File: config.mk
export PLATFORM = sky130hd
export DESIGN_NAME = json_string_unescape_utf8_core
export DESIGN_NICKNAME = d
export VERILOG_FILES = /design/src/rtl/jsu_pkg.sv /design/src/rtl/jsu_front.sv /design/src/rtl/jsu_queue.sv /design/src/rtl/jsu_back.sv /design/src/rtl/json_string_unescape_utf8_core.sv
export SDC_FILE = /design/constraint.sdc
export NUM_CORES = 1
export LEC_CHECK = 0
export BUFFER_PORTS_ARGS = -buffer_cell sky130_fd_sc_hd__buf_2
export CORE_MARGIN = 4
export CORE_UTILIZATION = 60
export CTS_CLUSTER_DIAMETER = 50
export DETAILED_ROUTE_END_ITERATION = 16
export GPL_ROUTABILITY_DRIVEN = 0
export HOLD_SLACK_MARGIN = 0.03
export PLACE_DENSITY = 0.77
export SETUP_SLACK_MARGIN = 0.15
export SLEW_MARGIN = 10
export SYNTH_ARGS = -nofsm -noshare
export SYNTH_HDL_FRONTEND = slang
export SYNTH_SLANG_ARGS = --single-unit
File: constraint.sdc
create_clock -name clk -period 3.8 [get_ports clk]
set_input_delay 0.38 -clock clk [delete_from_list [all_inputs] [get_ports clk]]
set_output_delay 0.38 -clock clk [all_outputs]
set_load 0.02 [all_outputs]
File: src/rtl/jsu_pkg.sv
// shared types, character codes and helper functions for the json string unescaper
`timescale 1ns / 1ps

package jsu_pkg;

    // character codes
    localparam logic [7:0] CH_QUOTE  = 8'h22;
    localparam logic [7:0] CH_BSLASH = 8'h5C;
    localparam logic [7:0] CH_U      = 8'h75;
    localparam logic [7:0] CH_N      = 8'h6E;
    localparam logic [7:0] CH_R      = 8'h72;
    localparam logic [7:0] CH_T      = 8'h74;
    localparam logic [7:0] CH_LF     = 8'h0A;
    localparam logic [7:0] CH_CR     = 8'h0D;
    localparam logic [7:0] CH_TAB    = 8'h09;

    // utf-8 encoding constants
    localparam logic [7:0]  UTF8_LEAD2 = 8'hC0;
    localparam logic [7:0]  UTF8_LEAD3 = 8'hE0;
    localparam logic [7:0]  UTF8_CONT  = 8'h80;
    localparam logic [15:0] UTF8_MAX1  = 16'h0080;
    localparam logic [15:0] UTF8_MAX2  = 16'h0800;

    // results one input byte can cause
    localparam int MAX_RES = 4;

    // default depth of the queue between front and back
    localparam int FIFO_DEPTH = 4;

    // decoder modes
    typedef enum logic [3:0] {
        MODE_NORMAL = 4'b0001,
        MODE_ESCAPE = 4'b0010,
        MODE_HEX    = 4'b0100,
        MODE_DONE   = 4'b1000
    } mode_t;

    // one result item
    typedef struct packed {
        logic [7:0] data;
        logic       has;
        logic       fin;
    } res_t;

    // all results of one input byte, entry 0 goes out first
    typedef struct packed {
        logic [2:0]             cnt;
        res_t [MAX_RES-1:0]     res;
    } bundle_t;

    // hex digit value, zero for anything else
    function automatic logic [3:0] hex_val(input logic [7:0] c);
        logic [3:0] v;
        v = 4'd0;
        if (c inside {[8'h30:8'h39]}) v = c[3:0];
        else if (c inside {[8'h61:8'h66], [8'h41:8'h46]})
            v = c[3:0] + 4'd9;
        return v;
    endfunction

    // character given by a simple escape
    function automatic logic [7:0] esc_char(input logic [7:0] e);
        logic [7:0] r;
        case (e)
            CH_N:    r = CH_LF;
            CH_R:    r = CH_CR;
            CH_T:    r = CH_TAB;
            default: r = e;
        endcase
        return r;
    endfunction

endpackage

File: src/rtl/jsu_front.sv
// front end: escape state machine that turns each input byte into a result bundle
`timescale 1ns / 1ps

module jsu_front
(
    input  logic                 clk,
    input  logic                 rst_n,
    input  logic                 in_valid,
    input  logic [7:0]           in_byte,
    input  logic                 in_end,
    input  logic                 q_full,
    output logic                 in_ready,
    output logic                 push,
    output jsu_pkg::bundle_t     push_bundle
);

    jsu_pkg::mode_t   mode_reg, mode_next;
    logic [1:0]       digits_reg, digits_next;
    logic [15:0]      cp_reg, cp_next;
    logic [7:0]       held_reg [0:2];
    logic             held_we;
    logic             accept;

    jsu_pkg::res_t    res [0:jsu_pkg::MAX_RES-1];
    logic [2:0]       k;
    logic [15:0]      cp_shift;
    logic [7:0]       tail [0:3];
    logic [2:0]       tail_len;
    logic             skip;
    logic             closed;
    logic [7:0]       c;

    assign in_ready = !q_full;
    assign accept   = in_valid && in_ready;
    assign cp_shift = {cp_reg[11:0], jsu_pkg::hex_val(in_byte)};

    // decode one byte into up to four results
    always_comb
    begin
        mode_next   = mode_reg;
        digits_next = digits_reg;
        cp_next     = cp_reg;
        held_we     = 1'b0;
        k           = 3'd0;
        skip        = 1'b0;
        closed      = 1'b0;
        c           = 8'd0;
        for (int i = 0; i < jsu_pkg::MAX_RES; i++)
        begin
            res[i] = '0;
        end
        for (int j = 0; j < 3; j++)
        begin
            tail[j] = (2'(j) < digits_reg) ? held_reg[j[1:0]] : in_byte;
        end
        tail[3]  = in_byte;
        tail_len = {1'b0, digits_reg} + 3'd1;

        case (mode_reg)
            jsu_pkg::MODE_DONE:
            begin
                if (in_end) mode_next = jsu_pkg::MODE_NORMAL;
            end
            jsu_pkg::MODE_NORMAL:
            begin
                if (in_byte == jsu_pkg::CH_QUOTE)
                begin
                    res[0]    = '{data: 8'd0, has: 1'b0, fin: 1'b1};
                    k         = 3'd1;
                    mode_next = in_end ? jsu_pkg::MODE_NORMAL : jsu_pkg::MODE_DONE;
                end
                else if (in_byte == jsu_pkg::CH_BSLASH && !in_end)
                begin
                    mode_next = jsu_pkg::MODE_ESCAPE;
                end
                else
                begin
                    res[0] = '{data: in_byte, has: 1'b1, fin: 1'b0};
                    k      = 3'd1;
                end
            end
            jsu_pkg::MODE_ESCAPE:
            begin
                mode_next = jsu_pkg::MODE_NORMAL;
                if (in_byte == jsu_pkg::CH_U && !in_end)
                begin
                    mode_next   = jsu_pkg::MODE_HEX;
                    digits_next = 2'd0;
                    cp_next     = 16'd0;
                end
                else
                begin
                    res[0] = '{data: jsu_pkg::esc_char(in_byte), has: 1'b1, fin: 1'b0};
                    k      = 3'd1;
                end
            end
            jsu_pkg::MODE_HEX:
            begin
                cp_next = cp_shift;
                if (digits_reg == 2'd3)
                begin
                    // fourth digit: encode the code point as utf-8
                    mode_next   = jsu_pkg::MODE_NORMAL;
                    digits_next = 2'd0;
                    if (cp_shift < jsu_pkg::UTF8_MAX1)
                    begin
                        res[0] = '{data: cp_shift[7:0], has: 1'b1, fin: 1'b0};
                        k      = 3'd1;
                    end
                    else if (cp_shift < jsu_pkg::UTF8_MAX2)
                    begin
                        res[0] = '{data: jsu_pkg::UTF8_LEAD2 | {3'd0, cp_shift[10:6]},
                                   has: 1'b1, fin: 1'b0};
                        res[1] = '{data: jsu_pkg::UTF8_CONT | {2'd0, cp_shift[5:0]},
                                   has: 1'b1, fin: 1'b0};
                        k      = 3'd2;
                    end
                    else
                    begin
                        res[0] = '{data: jsu_pkg::UTF8_LEAD3 | {4'd0, cp_shift[15:12]},
                                   has: 1'b1, fin: 1'b0};
                        res[1] = '{data: jsu_pkg::UTF8_CONT | {2'd0, cp_shift[11:6]},
                                   has: 1'b1, fin: 1'b0};
                        res[2] = '{data: jsu_pkg::UTF8_CONT | {2'd0, cp_shift[5:0]},
                                   has: 1'b1, fin: 1'b0};
                        k      = 3'd3;
                    end
                end
                else if (!in_end)
                begin
                    held_we     = 1'b1;
                    digits_next = digits_reg + 2'd1;
                end
                else
                begin
                    // short escape at payload end: emit 'u' and decode the tail as text
                    mode_next   = jsu_pkg::MODE_NORMAL;
                    digits_next = 2'd0;
                    res[0]      = '{data: jsu_pkg::CH_U, has: 1'b1, fin: 1'b0};
                    k           = 3'd1;
                    for (int j = 0; j < 3; j++)
                    begin
                        if (skip)
                        begin
                            skip = 1'b0;
                        end
                        else if (3'(j) < tail_len && !closed)
                        begin
                            c = tail[j[1:0]];
                            if (c == jsu_pkg::CH_QUOTE)
                            begin
                                res[k[1:0]] = '{data: 8'd0, has: 1'b0, fin: 1'b1};
                                k           = k + 3'd1;
                                closed      = 1'b1;
                            end
                            else if (c == jsu_pkg::CH_BSLASH && 3'(j + 1) < tail_len)
                            begin
                                res[k[1:0]] = '{data: jsu_pkg::esc_char(tail[2'(j + 1)]),
                                                has: 1'b1, fin: 1'b0};
                                k           = k + 3'd1;
                                skip        = 1'b1;
                            end
                            else
                            begin
                                res[k[1:0]] = '{data: c, has: 1'b1, fin: 1'b0};
                                k           = k + 3'd1;
                            end
                        end
                    end
                end
            end
            default:
            begin
                mode_next = jsu_pkg::MODE_NORMAL;
            end
        endcase

        // payload end closes the string on the final result
        if (k != 3'd0 && in_end)
        begin
            res[2'(k - 3'd1)].fin = 1'b1;
        end
    end

    // pack the bundle for the queue
    always_comb
    begin
        push_bundle.cnt = k;
        for (int i = 0; i < jsu_pkg::MAX_RES; i++)
        begin
            push_bundle.res[i] = res[i];
        end
    end

    assign push = accept && (k != 3'd0);

    // decoder state
    always_ff @(posedge clk or negedge rst_n)
    begin
        if (!rst_n)
        begin
            mode_reg   <= jsu_pkg::MODE_NORMAL;
            digits_reg <= 2'd0;
            cp_reg     <= 16'd0;
        end
        else if (accept)
        begin
            mode_reg   <= mode_next;
            digits_reg <= digits_next;
            cp_reg     <= cp_next;
        end
    end

    // raw digit bytes of an open unicode escape
    always_ff @(posedge clk)
    begin
        if (accept && held_we)
        begin
            held_reg[digits_reg] <= in_byte;
        end
    end

    // digits are only held while a unicode escape is open
    assert property (@(posedge clk) disable iff (!rst_n)
        (digits_reg != 2'd0) |-> (mode_reg == jsu_pkg::MODE_HEX))
        else $error("hex digit count set outside hex mode");

    // bytes after a closing quote give no results
    assert property (@(posedge clk) disable iff (!rst_n)
        (accept && mode_reg == jsu_pkg::MODE_DONE) |-> !push)
        else $error("result produced in done mode");

    // a payload end always leaves the decoder in normal mode
    assert property (@(posedge clk) disable iff (!rst_n)
        (accept && in_end) |=> (mode_reg == jsu_pkg::MODE_NORMAL))
        else $error("decoder not back in normal mode after payload end");

    // never push into a full queue
    assert property (@(posedge clk) disable iff (!rst_n)
        push |-> !q_full)
        else $error("push into full queue");

endmodule

File: src/rtl/jsu_queue.sv
// small queue of result bundles between front and back
`timescale 1ns / 1ps

module jsu_queue
#(
    parameter int DEPTH = jsu_pkg::FIFO_DEPTH
)
(
    input  logic                 clk,
    input  logic                 rst_n,
    input  logic                 push,
    input  jsu_pkg::bundle_t     push_data,
    input  logic                 pop,
    output jsu_pkg::bundle_t     pop_data,
    output logic                 full,
    output logic                 not_empty
);

    localparam int PW = (DEPTH > 1) ? $clog2(DEPTH) : 1;
    localparam int CW = $clog2(DEPTH + 1);

    jsu_pkg::bundle_t mem_reg [0:DEPTH-1];
    logic [PW-1:0]    wr_ptr_reg;
    logic [PW-1:0]    rd_ptr_reg;
    logic [CW-1:0]    count_reg;

    assign full      = (count_reg == CW'(DEPTH));
    assign not_empty = (count_reg != '0);
    assign pop_data  = mem_reg[rd_ptr_reg];

    // storage
    always_ff @(posedge clk)
    begin
        if (push)
        begin
            mem_reg[wr_ptr_reg] <= push_data;
        end
    end

    // pointers and fill count
    always_ff @(posedge clk or negedge rst_n)
    begin
        if (!rst_n)
        begin
            wr_ptr_reg <= '0;
            rd_ptr_reg <= '0;
            count_reg  <= '0;
        end
        else
        begin
            if (push)
            begin
                wr_ptr_reg <= (wr_ptr_reg == PW'(DEPTH - 1)) ? '0 : wr_ptr_reg + PW'(1);
            end
            if (pop)
            begin
                rd_ptr_reg <= (rd_ptr_reg == PW'(DEPTH - 1)) ? '0 : rd_ptr_reg + PW'(1);
            end
            if (push && !pop)
            begin
                count_reg <= count_reg + CW'(1);
            end
            else if (pop && !push)
            begin
                count_reg <= count_reg - CW'(1);
            end
        end
    end

endmodule

File: src/rtl/jsu_back.sv
// back end: sends the results of each bundle one transaction at a time
`timescale 1ns / 1ps

module jsu_back
(
    input  logic                 clk,
    input  logic                 rst_n,
    input  logic                 q_valid,
    input  jsu_pkg::bundle_t     q_data,
    output logic                 q_pop,
    output logic                 m_tvalid,
    input  logic                 m_tready,
    output logic [7:0]           m_tdata,
    output logic [1:0]           m_tuser,
    output logic                 m_tlast
);

    jsu_pkg::bundle_t cur_reg;
    logic             busy_reg;
    logic [1:0]       idx_reg;
    jsu_pkg::res_t    beat;
    logic             is_last;
    logic             beat_done;
    logic             load;

    assign beat      = cur_reg.res[idx_reg];
    assign is_last   = ({1'b0, idx_reg} == (cur_reg.cnt - 3'd1));
    assign beat_done = busy_reg && m_tready && is_last;
    assign load      = q_valid && (!busy_reg || beat_done);
    assign q_pop     = load;

    // output fields
    assign m_tvalid = busy_reg;
    assign m_tdata  = beat.data;
    assign m_tuser  = {beat.fin, beat.has};
    assign m_tlast  = is_last;

    // current bundle and position in it
    always_ff @(posedge clk)
    begin
        if (load)
        begin
            cur_reg <= q_data;
        end
    end

    always_ff @(posedge clk or negedge rst_n)
    begin
        if (!rst_n)
        begin
            busy_reg <= 1'b0;
            idx_reg  <= 2'd0;
        end
        else if (load)
        begin
            busy_reg <= 1'b1;
            idx_reg  <= 2'd0;
        end
        else if (beat_done)
        begin
            busy_reg <= 1'b0;
        end
        else if (busy_reg && m_tready)
        begin
            idx_reg <= idx_reg + 2'd1;
        end
    end

endmodule

File: src/rtl/json_string_unescape_utf8_core.sv
// Top level of the json string unescaper with utf-8 output.
// Results pass through the bundle queue and the back end's bundle register before output.
// Throughput: one byte in per cycle while the queue has room; one result out per ready cycle.
// An input byte gives zero to four results; the output side, one result a cycle, sets the rate.
// Reset (rst_n low, asynchronous) empties the queue and returns the decoder to normal mode;
// the held hex digit bytes are not cleared.
`timescale 1ns / 1ps

module json_string_unescape_utf8_core
#(
    parameter int FIFO_DEPTH = jsu_pkg::FIFO_DEPTH
)
(
    input  logic        clk,
    input  logic        rst_n,
    input  logic        s_tvalid,
    output logic        s_tready,
    input  logic [7:0]  s_tdata,   // [7:0] data_byte
    input  logic        s_tlast,   // payload_end
    output logic        m_tvalid,
    input  logic        m_tready,
    output logic [7:0]  m_tdata,   // [7:0] out_byte
    output logic [1:0]  m_tuser,   // [0] has_byte, [1] string_end
    output logic        m_tlast    // last
);

    logic             push;
    logic             pop;
    logic             q_full;
    logic             q_not_empty;
    jsu_pkg::bundle_t push_bundle;
    jsu_pkg::bundle_t pop_bundle;

    // decoder front end
    jsu_front u_front
    (
        .clk         (clk),
        .rst_n       (rst_n),
        .in_valid    (s_tvalid),
        .in_byte     (s_tdata),
        .in_end      (s_tlast),
        .q_full      (q_full),
        .in_ready    (s_tready),
        .push        (push),
        .push_bundle (push_bundle)
    );

    // bundle queue
    jsu_queue #(
        .DEPTH (FIFO_DEPTH)
    ) u_queue
    (
        .clk       (clk),
        .rst_n     (rst_n),
        .push      (push),
        .push_data (push_bundle),
        .pop       (pop),
        .pop_data  (pop_bundle),
        .full      (q_full),
        .not_empty (q_not_empty)
    );

    // result serializer
    jsu_back u_back
    (
        .clk      (clk),
        .rst_n    (rst_n),
        .q_valid  (q_not_empty),
        .q_data   (pop_bundle),
        .q_pop    (pop),
        .m_tvalid (m_tvalid),
        .m_tready (m_tready),
        .m_tdata  (m_tdata),
        .m_tuser  (m_tuser),
        .m_tlast  (m_tlast)
    );

endmodule

==> results.py, run 1 <==
metrics = {
    "sta": {
        "rsz0062_at_grt": "no",
        "fmax_mhz": 293.7,
        "maxSlewViolCount": 0,
        "hold_viol": 0,
        "fin_worst_skew_ns": 0.02090,
        "tns_ns": 0,
        "min_period_over_period_pct": 89.59,
        "finalSetupViolations": 0,
        "slew_headroom_pct": 22.42,
        "worst_slew_pin_slew_ns": 1.164,
        "fin_crit_ns": 3.404,
    },
    "clock_network": {
        "clk_latency_ns": 0.55,
        "cts_tree": "yes",
        "cts_inserted_buffers": 27,
        "post_cts_resized": 0,
        "cts_root_buf": "clkbuf_16",
        "clockBufferDepth": 3,
        "cts.sinks": 267,
        "h-tree-depth": 1,
        "path_clk_slew_ns": 0.06,
    },
    "drt": {
        "ant_nets": 0,
        "vias": 7149,
        "routed_wl_um": 26680,
        "firstDrtPassIters": 6,
        "wl_per_cell_um": 24.82,
        "drt_iter0_drc": 1147,
        "drc": 0,
        "via_per_inst": 6.650,
    },
    "global_route": {
        "grt_max_degree": 48,
        "grt_pass1_vias": 7134,
        "grt-ovfl-total": 0,
        "track_usage_pct": 24.83,
        "antenna_found_initial": 0,
        "grt_pass1_wl_um": 42280,
    },
    "logic_synthesis": {
        "netlist_area_mm2": 0.01194,
        "synthDistinctLibCells": 89,
        "ys_ff_latch": 267,
        "synth_fp_nets": 784,
        "ys_warn_count": 0,
        "syn_inst": 753,
        "avgSynthCellArea_um2": 15.86,
        "ys.flop_type": "edfxtp_1",
        "synth_edf_count": 239,
        "ys_seq_area_share_pct": 65.98,
        "async_flop_share_pct": 10.49,
        "synth_top_area_share_pct": 60.10,
        "yosysTopAreaCell": "edfxtp_1",
        "synth_area_leaders": "edfxtp_1 (60%), mux4_2 (10%), dfrtp_1 (5.7%)",
    },
    "placement": {
        "io_buffers": 25,
        "place_hpwl_um": 17100,
    },
    "floorplanning": {
        "start_util_pct": 61.16,
        "die_w_um": 149.1,
        "dieArea_mm2": 0.02222,
        "die_y_um": 149.1,
        "ios": 26,
        "core_area_mm2": 0.01953,
        "fp-row-count": 51,
    },
    "critical_path": {
        "crit_fanout": 11,
        "startpoint_type": "flip-flop",
        "endpoint_kind": "flip-flop",
        "critPathKind": "flip-flop to flip-flop",
        "critPathArrivalTime_ns": 3.72,
        "worstPathRequired_ns": 4.12,
    },
    "pwr": {
        "p_total_mw": 8.908,
        "powerDensity_mw_per_mm2": 669.4,
        "peakVddDrop_mv": 0.3609,
        "p_leak_nw": 4.522,
    },
    "job": {
        "maxCapViolCount": 0,
    },
    "min_path": {
        "hold_class": "input pin to flip-flop",
    },
    "outcome": {
        "status": "complete, no violations",
    },
    "finish": {
        "area_delta_synth_final_pct": 11.44,
        "diodes": 0,
        "utilization_pct": 68.15,
        "nets": 820,
        "fillCellCount": 1279,
        "drive_gt1_share_pct": 23.21,
        "largest_register_ffs": 172,
    },
}
[worst max-delay path: stages, from the launching register on]
cell and delay (ns):
dfrtp_1 0.46, inv_1 0.17, ha_1 0.38, and4b_1 0.25, o2bb2a_2 0.27, or3_1 0.35
nand3_2 0.22, or4_1 0.73, nor2_1 0.35
[where the power goes]
group	switching, mW	leakage, nW	internal, mW
Clock	1.11	0.457	1.62
Combinational	1.05	1.49	0.894
Sequential	0.313	2.57	3.91
[cell usage in the layout, fill, tap and decap left out, types with 14 or more instances in the layout]
cell       count
nand2_1       40
buf_4         21
clkbuf_16     27
buf_2         25
nor3_1        19
dfrtp_1       25
mux4_2        53
ha_1          17
inv_1         15
a21oi_1       25
nor2_1        49
edfxtp_1     239
mux2i_1       14
[kinds of logic (layout without fill, tap and decap cells)]
| family | after synthesis | in the layout | synth area share [%] |
|---|---|---|---|
| mux | 78 | 78 | 12.21 |
| simple gates | 199 | 199 | 9.262 |
| flops | 267 | 267 | 65.98 |
| xor+xnor | 8 | 8 | 0.5868 |
| compound gates | 127 | 127 | 7.785 |
| buf+inv | 56 | 113 | 2.232 |
| fa+ha+maj | 18 | 18 | 1.949 |
[cell usage after synthesis, drive strengths merged (10+ instances only)]
master and count:
nand2 40, clkbuf 17, nor3 21, nand3 14, edfxtp 239, mux2i 14, nor2 51, a21oi 26
mux4 53, dfrtp 27, ha 17, mux2 11, a31oi 10, buf 23, inv 16, o21ai 22
[metrics by stage]
stage               hold slack, ns  area, µm²  worst slack (ns)  std cells
floorplan                  0.08441      11940            0.5930        753
global placement            0.4497      12360            0.6081       1024
detailed placement          0.4631      12360            0.4671       1024
CTS                         0.1760      13310            0.4248       1075
global route                0.2043      13310            0.1965       1075
finish                      0.2004      13310            0.3957       1075
[path summary, 6_finish.rpt]
path	startpoint	end	slack, ns	cells past startpoint
worst max-delay path	u_front.digits_reg[0]$_DFFE_PN0P_	u_queue.mem_reg[3][38]$_DFFE_PP_	0.40	8
worst min-delay path	m_tready	u_back.idx_reg[0]$_DFFE_PN0P_	0.20	4
min in group asynchronous	rst_n	u_back.idx_reg[0]$_DFFE_PN0P_	0.42	2
worst max register to register	u_front.digits_reg[0]$_DFFE_PN0P_	u_queue.mem_reg[3][38]$_DFFE_PP_	0.40	8
worst min register to register	u_queue.count_reg[2]$_DFFE_PN0P_	u_queue.count_reg[2]$_DFFE_PN0P_	0.51	1
max in group asynchronous	rst_n	u_queue.rd_ptr_reg[1]$_DFFE_PN0P_	2.89	2
[routing by layer]
layer	up-vias	wire length [µm]	share of wire, %	GRT usage, %
li1	3074	-	-	-
met1	3525	10570	40	36.51
met2	466	12710	48	39.60
met3	84	2518	9.4	3.950
met4	0	882	3.3	6.545
met5	-	0	0	0
[area by class of cell]
type,count,area (µm²),share of cell area (%)
timing repair buffer,47,292.8,2.200
tap,265,331.6,2.492
inverter,16,60.06,0.4513
clock buffer,29,703.2,5.284
multi-input combinational,430,3802,28.57
sequential,267,7881,59.22
clock inverter,21,236.5,1.777
[what timing repair did]
item,CTS,global route
buffers inserted,0,0
endpoints found under the hold margin,27,0
hold buffers,1,0
(Power assumes the default switching activity.)
==> run 2: changes to the inputs <==
CTS_BUF_LIST = sky130_fd_sc_hd__clkbuf_8   (was not set)
==> results.py, run 2 (synthesized netlist as in run 1, its figures left out) <==
metrics = {
    "sta": {
        "hold_viol": 0,
        "maxSlewViolCount": 0,
        "whs_ns": 0.1914,
        "finalSetupViolations": 0,
        "min_period_over_period_pct": 90.83,
        "slew_headroom_pct": 23.54,
        "fin_worst_skew_ns": 0.01967,
        "fmax_mhz": 289.7,
        "worst_slew_pin_slew_ns": 1.147,
        "tns_ns": 0,
        "rsz0062_at_grt": "no",
        "fin_crit_ns": 3.452,
    },
    "drt": {
        "wl_per_cell_um": 23.27,
        "ant_nets": 0,
        "drt_iter0_drc": 1171,
        "via_per_inst": 6.478,
        "routed_wl_um": 25690,
        "firstDrtPassIters": 6,
        "vias": 7152,
        "drc": 0,
    },
    "critical_path": {
        "critPathKind": "flip-flop to flip-flop",
        "critPathArrivalTime_ns": 3.76,
        "r2r_start": "u_front.digits_reg[0]$_DFFE_PN0P_",
        "r2r_slack_ns": 0.35,
        "endpoint_kind": "flip-flop",
        "worstPathRequired_ns": 4.11,
        "startpoint_type": "flip-flop",
        "ff2ff_path_depth": 8,
        "crit_fanout": 11,
        "r2r_end": "u_queue.mem_reg[2][38]$_DFFE_PP_",
    },
    "clock_network": {
        "path_clk_slew_ns": 0.06,
        "h-tree-depth": 2,
        "cts_root_buf": "clkbuf_8",
        "cts_inserted_buffers": 43,
        "cts.sinks": 267,
        "clk_latency_ns": 0.55,
        "cts_tree": "yes",
        "clockBufferDepth": 3,
    },
    "finish": {
        "stdcell_area_mm2": 0.01313,
        "nets": 836,
        "diodes": 0,
        "mostFrequentLayoutCell": "edfxtp_1",
        "largest_register_ffs": 172,
        "final_cell_mix": "edfxtp_1 (239), mux4_2 (53), nor2_1 (49), clkbuf_8 (43), nand2_1 (40)",
        "area_delta_synth_final_pct": 9.933,
        "drive_gt1_share_pct": 23.00,
    },
    "pwr": {
        "peakVddDrop_mv": 0.2904,
        "p_total_mw": 8.269,
        "p_leak_nw": 4.504,
        "powerDensity_mw_per_mm2": 629.9,
    },
    "floorplanning": {
        "die_w_um": 149.1,
        "core_area_mm2": 0.01953,
        "fp-row-count": 51,
        "start_util_pct": 61.16,
        "die_y_um": 149.1,
        "dieArea_mm2": 0.02222,
        "ios": 26,
    },
    "global_route": {
        "grt_pass1_wl_um": 40850,
        "antenna_found_initial": 0,
        "grt-ovfl-total": 0,
        "grt_max_degree": 48,
        "grt_pass1_vias": 7182,
        "track_usage_pct": 24.05,
    },
    "job": {
        "maxCapViolCount": 0,
    },
    "min_path": {
        "hold_start": "m_tready",
        "hold_depth": 4,
        "min_to": "u_back.idx_reg[0]$_DFFE_PN0P_",
        "hold_class": "input pin to flip-flop",
    },
    "placement": {
        "place_hpwl_um": 17100,
        "io_buffers": 25,
        "postPlaceCellArea_mm2": 0.01236,
    },
    "outcome": {
        "status": "complete, no violations",
    },
}
-- run 2: per-stage QoR --
stage                     util, %  cells  setup slack, ns
after floorplan                 -    753           0.5930
after global placement      63.29   1024           0.6081
after detailed placement    63.29   1024           0.4671
after CTS                   67.23   1104           0.4686
after global routing        67.23   1104           0.1793
final                       67.23   1104           0.3484
-- run 2: metal layers --
metal	track usage (%)	vias to the layer above	part of all wire (%)
met5	0	-	0
met4	8.879	0	3.8
met3	3.950	93	9.0
met2	37.36	429	47
met1	35.04	3520	40
li1	-	3110	-
-- run 2: worst max-delay path by stage --
stage / start / to / cells after the start
2_1_floorplan: u_front.digits_reg[1]$_DFFE_PN0P_ / u_queue.mem_reg[0][0]$_DFFE_PP_ / 7
3_3_place_gp: u_front.digits_reg[0]$_DFFE_PN0P_ / u_queue.mem_reg[1][39]$_DFFE_PP_ / 8
3_5_place_dp: u_front.digits_reg[0]$_DFFE_PN0P_ / u_queue.mem_reg[2][39]$_DFFE_PP_ / 8
4_1_cts: u_front.digits_reg[0]$_DFFE_PN0P_ / u_queue.mem_reg[2][39]$_DFFE_PP_ / 8
5_1_grt: u_front.digits_reg[0]$_DFFE_PN0P_ / u_queue.mem_reg[2][38]$_DFFE_PP_ / 8
6_report: u_front.digits_reg[0]$_DFFE_PN0P_ / u_queue.mem_reg[2][38]$_DFFE_PP_ / 8
-- run 2: layout make-up --
class,instances,area [µm²]
Clock buffer,43,591.8
Clock inverter,36,167.7
Fill cell,1304,6399
Inverter,16,60.06
Multi-Input combinational cell,430,3802
Sequential cell,267,7881
Tap cell,265,331.6
Timing Repair Buffer,47,292.8
-- run 2: power by group --
| part | total (mW) | internal (mW) | switching [mW] | leakage [nW] |
|---|---|---|---|---|
| clock network | 2.14 | 1.07 | 1.07 | 0.438 |
| registers | 4.21 | 3.91 | 0.298 | 2.57 |
| logic | 1.92 | 0.893 | 1.03 | 1.49 |
| total | 8.27 | 5.87 | 2.40 | 4.50 |
-- run 2: worst max-delay path, stage by stage, from the launching register on --
cell	delay [ns]
dfrtp_1	0.47
inv_1	0.17
ha_1	0.36
and4b_1	0.24
o2bb2a_2	0.27
or3_1	0.35
nand3_2	0.23
or4_1	0.73
nor2_1	0.39
-- run 2: what timing repair did --
item | CTS | global route
gates resized for setup | 0 | 0
endpoints found under the hold margin | 27 | 0
hold buffers | 1 | 0
setup endpoints to repair | 0 | 0
setup buffers | 0 | 0
